`src/rtl/rcm_pkg.sv`:
```
// Package: shared constants, codes and types of the rendezvous channel matcher.
`timescale 1ns / 1ps
package rcm_pkg;
	localparam int NUM_CHANNELS = 16;
	localparam int QUEUE_DEPTH  = 16;
	localparam int CH_W         = 4;
	localparam int SLOT_W       = 4;
	localparam int CNT_W        = 5;
	localparam int ADDR_W       = CH_W + SLOT_W;
	localparam int STORE_SIZE   = NUM_CHANNELS * QUEUE_DEPTH;

	localparam logic [1:0] OP_CREATE  = 2'd0;
	localparam logic [1:0] OP_DESTROY = 2'd1;
	localparam logic [1:0] OP_SEND    = 2'd2;
	localparam logic [1:0] OP_RECV    = 2'd3;

	localparam logic [2:0] RK_WAKE    = 3'd0;
	localparam logic [2:0] RK_GRANT   = 3'd1;
	localparam logic [2:0] RK_DONE    = 3'd2;
	localparam logic [2:0] RK_BAD     = 3'd3;
	localparam logic [2:0] RK_NOFREE  = 3'd4;
	localparam logic [2:0] RK_FULL    = 3'd5;

	// Command word: front end to back end
	localparam logic [2:0] CMD_SIMPLE  = 3'd0; // one result, no store access
	localparam logic [2:0] CMD_PAIR    = 3'd1; // pop oldest waiter, two wakes
	localparam logic [2:0] CMD_DRAIN   = 3'd2; // wake all waiters then done
	localparam logic [2:0] CMD_PUSH    = 3'd3; // write waiter, no result

	typedef struct packed {
		logic [2:0]        cmd;
		logic [2:0]        kind;
		logic [CH_W-1:0]   channel;
		logic [7:0]        thread_id;
		logic [63:0]       data;
		logic              is_send;
		logic              dir_send;
		logic [SLOT_W-1:0] head;
		logic [CNT_W-1:0]  count;
	} cmd_t;

	typedef struct packed {
		logic [2:0]      result_kind;
		logic [7:0]      target_thread;
		logic [63:0]     wake_value;
		logic [CH_W-1:0] granted_channel;
		logic            last;
	} res_t;
endpackage

```
`src/rtl/rcm_if.sv`:
```
// Interfaces: request and result channels with valid/ready handshake.
`timescale 1ns / 1ps
interface rcm_req_if;
	logic        valid;
	logic        ready;
	logic [1:0]  opcode;
	logic [3:0]  channel;
	logic [7:0]  thread_id;
	logic [63:0] send_value;
	modport source (output valid, opcode, channel, thread_id, send_value, input ready);
	modport sink (input valid, opcode, channel, thread_id, send_value, output ready);
endinterface


```
`src/rtl/rcm_front.sv`:
```
// Front end: accepts words, holds channel table, classifies into commands.
`timescale 1ns / 1ps
module rcm_front (
	input  logic         clk,
	input  logic         arst_n,
	rcm_req_if.sink      req,
	output rcm_pkg::cmd_t cmd,
	output logic         cmd_valid,
	input  logic         cmd_ready
);
	import rcm_pkg::*;

	logic [NUM_CHANNELS-1:0] in_use_q;
	logic [NUM_CHANNELS-1:0] senders_q;
	logic [SLOT_W-1:0]       head_q  [NUM_CHANNELS];
	logic [CNT_W-1:0]        count_q [NUM_CHANNELS];

	logic            free_found;
	logic [CH_W-1:0] free_ch;
	logic            is_send;
	logic            fire;
	cmd_t            c;

	assign req.ready = cmd_ready;
	assign cmd_valid = req.valid;
	assign fire      = req.valid && cmd_ready;
	assign is_send   = (req.opcode == OP_SEND);

	// Find lowest free channel
	always_comb begin
		free_found = 1'b0;
		free_ch    = '0;
		for (int i = NUM_CHANNELS - 1; i >= 0; i--) begin
			if (!in_use_q[i]) begin
				free_found = 1'b1;
				free_ch    = CH_W'(i);
			end
		end
	end

	// Classify the request
	always_comb begin
		c           = '0;
		c.channel   = req.channel;
		c.thread_id = req.thread_id;
		c.data      = req.send_value;
		c.is_send   = is_send;
		c.dir_send  = senders_q[req.channel];
		c.head      = head_q[req.channel];
		c.count     = count_q[req.channel];
		c.cmd       = CMD_SIMPLE;
		if (req.opcode == OP_CREATE) begin
			c.kind    = free_found ? RK_GRANT : RK_NOFREE;
			c.channel = free_found ? free_ch : '0;
		end else if (!in_use_q[req.channel]) begin
			c.kind = RK_BAD;
		end else if (req.opcode == OP_DESTROY) begin
			c.cmd = CMD_DRAIN;
		end else if (count_q[req.channel] != '0 && senders_q[req.channel] != is_send) begin
			c.cmd = CMD_PAIR;
		end else if (count_q[req.channel] >= CNT_W'(QUEUE_DEPTH)) begin
			c.kind = RK_FULL;
		end else begin
			c.cmd = CMD_PUSH;
		end
	end
	assign cmd = c;

	// Update channel table on acceptance
	always_ff @(posedge clk or negedge arst_n) begin
		if (!arst_n) begin
			in_use_q  <= '0;
			senders_q <= '0;
			for (int i = 0; i < NUM_CHANNELS; i++) begin
				head_q[i]  <= '0;
				count_q[i] <= '0;
			end
		end else if (fire) begin
			if (req.opcode == OP_CREATE && free_found) begin
				in_use_q[free_ch]  <= 1'b1;
				senders_q[free_ch] <= 1'b0;
				head_q[free_ch]    <= '0;
				count_q[free_ch]   <= '0;
			end else if (c.cmd == CMD_DRAIN) begin
				in_use_q[req.channel]  <= 1'b0;
				senders_q[req.channel] <= 1'b0;
				head_q[req.channel]    <= '0;
				count_q[req.channel]   <= '0;
			end else if (c.cmd == CMD_PAIR) begin
				head_q[req.channel]  <= SLOT_W'(head_q[req.channel] + 1'b1);
				count_q[req.channel] <= count_q[req.channel] - 1'b1;
			end else if (c.cmd == CMD_PUSH) begin
				senders_q[req.channel] <= is_send;
				count_q[req.channel]   <= count_q[req.channel] + 1'b1;
			end
		end
	end
endmodule

```
`src/flat_wrapper.sv`:
```
// flat-port wrapper written by rule: the top's interface ports become plain ports
module rcm_front_flat import rcm_pkg::*;
  (clk, arst_n, cmd, cmd_valid, cmd_ready, req_valid, req_opcode, req_channel, req_thread_id, req_send_value, req_ready);
  rcm_req_if req_i ();
  input  logic clk;
  input  logic arst_n;
  output rcm_pkg::cmd_t cmd;
  output logic cmd_valid;
  input  logic cmd_ready;
  input wire logic [$bits(req_i.valid)-1:0] req_valid;
  input wire logic [$bits(req_i.opcode)-1:0] req_opcode;
  input wire logic [$bits(req_i.channel)-1:0] req_channel;
  input wire logic [$bits(req_i.thread_id)-1:0] req_thread_id;
  input wire logic [$bits(req_i.send_value)-1:0] req_send_value;
  output wire logic [$bits(req_i.ready)-1:0] req_ready;
  assign req_i.valid = req_valid;
  assign req_i.opcode = req_opcode;
  assign req_i.channel = req_channel;
  assign req_i.thread_id = req_thread_id;
  assign req_i.send_value = req_send_value;
  assign req_ready = req_i.ready;
  rcm_front u_core (.clk(clk), .arst_n(arst_n), .req(req_i), .cmd(cmd), .cmd_valid(cmd_valid), .cmd_ready(cmd_ready));
endmodule
```
`config.mk`:
```
export PLATFORM = sky130hd
export DESIGN_NAME = rcm_front_flat
export DESIGN_NICKNAME = d
export VERILOG_FILES = /design/src/rtl/rcm_pkg.sv /design/src/rtl/rcm_if.sv /design/src/rtl/rcm_front.sv /design/src/flat_wrapper.sv
export SDC_FILE = /design/constraint.sdc
export NUM_CORES = 1
export LEC_CHECK = 0
export BUFFER_PORTS_ARGS = -buffer_cell sky130_fd_sc_hd__buf_4
export CAP_MARGIN = 25
export CORE_ASPECT_RATIO = 0.6
export CORE_UTILIZATION = 50
export DETAILED_ROUTE_END_ITERATION = 6
export GPL_TIMING_DRIVEN = 0
export PLACE_DENSITY = 0.73
export SLEW_MARGIN = 30
export SYNTH_ARGS = -nofsm -noshare
export SYNTH_HDL_FRONTEND = slang
export SYNTH_SLANG_ARGS = --single-unit
```
`constraint.sdc`:
```
create_clock -name clk -period 11.6 [get_ports clk]
set_input_delay 1.74 -clock clk [delete_from_list [all_inputs] [get_ports clk]]
set_output_delay 1.74 -clock clk [all_outputs]
set_load 0.01 [all_outputs]
```
==> flow_metrics.env <==
export IMPL_worstSetupStartpointType="input pin"
export IMPL_synthArstFlopShare_pct=100
export IMPL_synth_flop_cell="dfrtp_1"
export IMPL_drc=0
export IMPL_avgSynthCellArea_um2=11.5
export IMPL_clk_latency_ns=0.45
export IMPL_drive_gt1_share_pct=31.1
export IMPL_chipWidth_um=180
export IMPL_synth_area_top_cells="dfrtp_1 46%, a22o_1 11%, mux4_2 11%, buf_4 6.4%, o2bb2ai_1 3.2%"
export IMPL_die_y_um=109
export IMPL_drtPass1Iterations=6
export IMPL_syn_cell_area_um2=9540
export IMPL_gr_total_overflow=0
export IMPL_power_total_w=0.00150
export IMPL_drv_slew=0
export IMPL_grt_pass1_vias=7392
export IMPL_postCtsSetupRepairBufs=0
export IMPL_cts_hold_buffers=0
export IMPL_layout_common_cells="181 x buf_4, 176 x dfrtp_1, 119 x a22o_1, 63 x nand2_1, 53 x o21ai_0"
export IMPL_cts_tree="done"
export IMPL_whs_ns=0.487
export IMPL_powerDensity_nw_per_um2=133
export IMPL_port_buffers=101
export IMPL_post_route_period_util_pct=54.9
export IMPL_rsz0062_at_grt="no"
export IMPL_critPathMaxFanout=10
export IMPL_nets=1042
export IMPL_hold_path_class="register to register"
export IMPL_maxCapViolCount=0
export IMPL_ctsResizeCount=0
export IMPL_pre_cts_slack_ns=5.06
export IMPL_clkSinkCount=176
export IMPL_fin_ws_ns=5.23
export IMPL_p_leak_nw=5.08
export IMPL_worstPathArrival_ns=6.73
export IMPL_die_area_um2=19700
export IMPL_setup_violations=0
export IMPL_initial_core_util_pct=52.0
export IMPL_skew_ns=0.0101
export IMPL_wl_per_cell_um=25.8
export IMPL_postSynthNetCount=920
export IMPL_cts_buffers=17
export IMPL_ir_drop_uv=109
export IMPL_slew_limit_headroom_pct=32.4
export IMPL_required_ns=11.97
export IMPL_track_usage_pct=32.5
export IMPL_end_kind="register"
export IMPL_setup_tns_ns=0
export IMPL_ys_ff_latch=176
export IMPL_cts_buffer_depth=2
export IMPL_status="complete, no violations"
export IMPL_vias_per_cell=6.61
export IMPL_diodes=0
export IMPL_timing_worst_setup_path_type="input pin to register"
export IMPL_dp_hpwl_um=23100
export IMPL_totalWireLength_um=31100
export IMPL_yosysTopAreaCell="dfrtp_1"
export IMPL_ys_seq_area_share_pct=46.2
export IMPL_fmax_ghz=0.157
export IMPL_synth_top_cell_area_share_pct=46.2
export IMPL_vias=7976
export IMPL_cts_max_level=4
export IMPL_antenna_found_initial=0
export IMPL_routabilityCongestion=0.997
export IMPL_tightestPinTransition_ns=1.01
export IMPL_coreArea_um2=18400
export IMPL_ios=177
export IMPL_drtIter0Drc=1145
export IMPL_finalHoldViolations=0
export IMPL_period_needed_ns=6.37
export IMPL_grt_max_degree=76
export IMPL_num_fill_cells=1484
export IMPL_path_clk_slew_ns=0.07
export IMPL_synth_warnings=0
export IMPL_postRouteAntennaNets=0
export IMPL_rows=38
export IMPL_final_common_cell="buf_4"
export IMPL_synth_distinct_cells=64
export IMPL_grt_pass1_wl_um=46600
export IMPL_root_buffer="clkbuf_16"
export IMPL_syn_inst=831
export IMPL_synth_edf_count=0
export IMPL_area_growth_pct=18.3
==> cells in the mapped netlist, drive strengths merged, types with 2 or more instances <==
cell	count
a21o	3
a21oi	8
a22o	119
a22oi	6
a31o	2
a32o	6
and2	7
and3	3
buf	100
clkbuf	18
dfrtp	176
ha	7
inv	11
mux2i	9
mux4	46
nand2	63
nand2b	21
nand3	24
nand4	7
nor2	41
nor2b	11
nor3	10
o211ai	2
o21ai	54
o2bb2ai	35
o32ai	9
o41ai	2
or2	2
or3	3
or4	3
xnor2	3
==> per-layer routing <==
layer / GRT usage, % / share of wire [%] / vias up
met2: 41.9 / 39 / 627
met5: 0 / 0 / -
met4: 7.81 / 1.5 / 0
met3: 15.5 / 15 / 52
li1: - / - / 3330
met1: 48.2 / 44 / 3967
==> path summary, 6_finish.rpt <==
path	endpoint	cells after the start	startpoint	slack [ns]
setup / recovery	u_core.senders_q[11]	20	req_channel[0]	5.23
hold / removal	u_core.head_q[41]	1	u_core.head_q[41]	0.49
setup reg to reg	u_core.senders_q[11]	18	u_core.count_q[35]	6.48
hold reg to reg	u_core.head_q[41]	1	u_core.head_q[41]	0.49
max in group asynchronous	u_core.head_q[54]	2	arst_n	9.77
min in group asynchronous	u_core.in_use_q[4]	1	arst_n	1.16
==> worst max-delay path, cell delays in order <==
cell and delay (ns):
buf_6 0.17, buf_8 0.21, mux4_2 0.56, a22o_1 0.19, nor2_1 0.27, ha_1 0.26
inv_1 0.05, nor3_1 0.30, nor2_1 0.08, o21ai_0 0.19, o311a_1 0.27, ha_1 0.16
clkbuf_1 0.52, nor2_1 0.12, o21ai_0 0.22, nand2_1 0.27, or3b_2 0.55, clkbuf_1 0.20
buf_2 0.24, o2bb2ai_1 0.16
==> registers in the layout, indices dropped and copies added, names as in the netlist <==
signal	count
u_core.head_q	64
u_core.count_q	80
u_core.senders_q	16
u_core.in_use_q	16
==> cell type report <==
cell class	instances	area [um^2]	share of cell area, %
flip-flops and latches	176	4400	39.0
multi-input cells	525	4320	38.2
repair buffers	103	821	7.27
plain buffers	118	796	7.05
clock buffers	19	453	4.01
well taps	240	300	2.66
clock inverters	13	155	1.37
inverters	12	45.0	0.399
==> report_power, final <==
group / total, W / internal [W] / switching, W
sequential: 0.000652 / 0.000631 / 0.0000205
clock: 0.000598 / 0.000333 / 0.000265
combinational: 0.000255 / 0.0000986 / 0.000157
==> logic make-up after synthesis <==
family	after synthesis	share of synthesized area, %
AOI/OAI and AO/OA	258	21.5
xor gates and xnor gates	4	0.367
adders and majority gates	7	0.918
buffers and inverters	130	8.81
DFF	176	46.2
muxes	56	11.9
other	1	0.0393
and+or+nand+nor	199	10.3
==> per-stage QoR <==
step           area (um^2)  utilization (%)  cells
2_1_floorplan         9540                -    831
3_3_place_gp         10600             57.8   1172
3_5_place_dp         10700             58.1   1174
4_1_cts              11300             61.5   1206
5_1_grt              11300             61.5   1206
6_report             11300             61.5   1206
(Power assumes the default switching activity.)
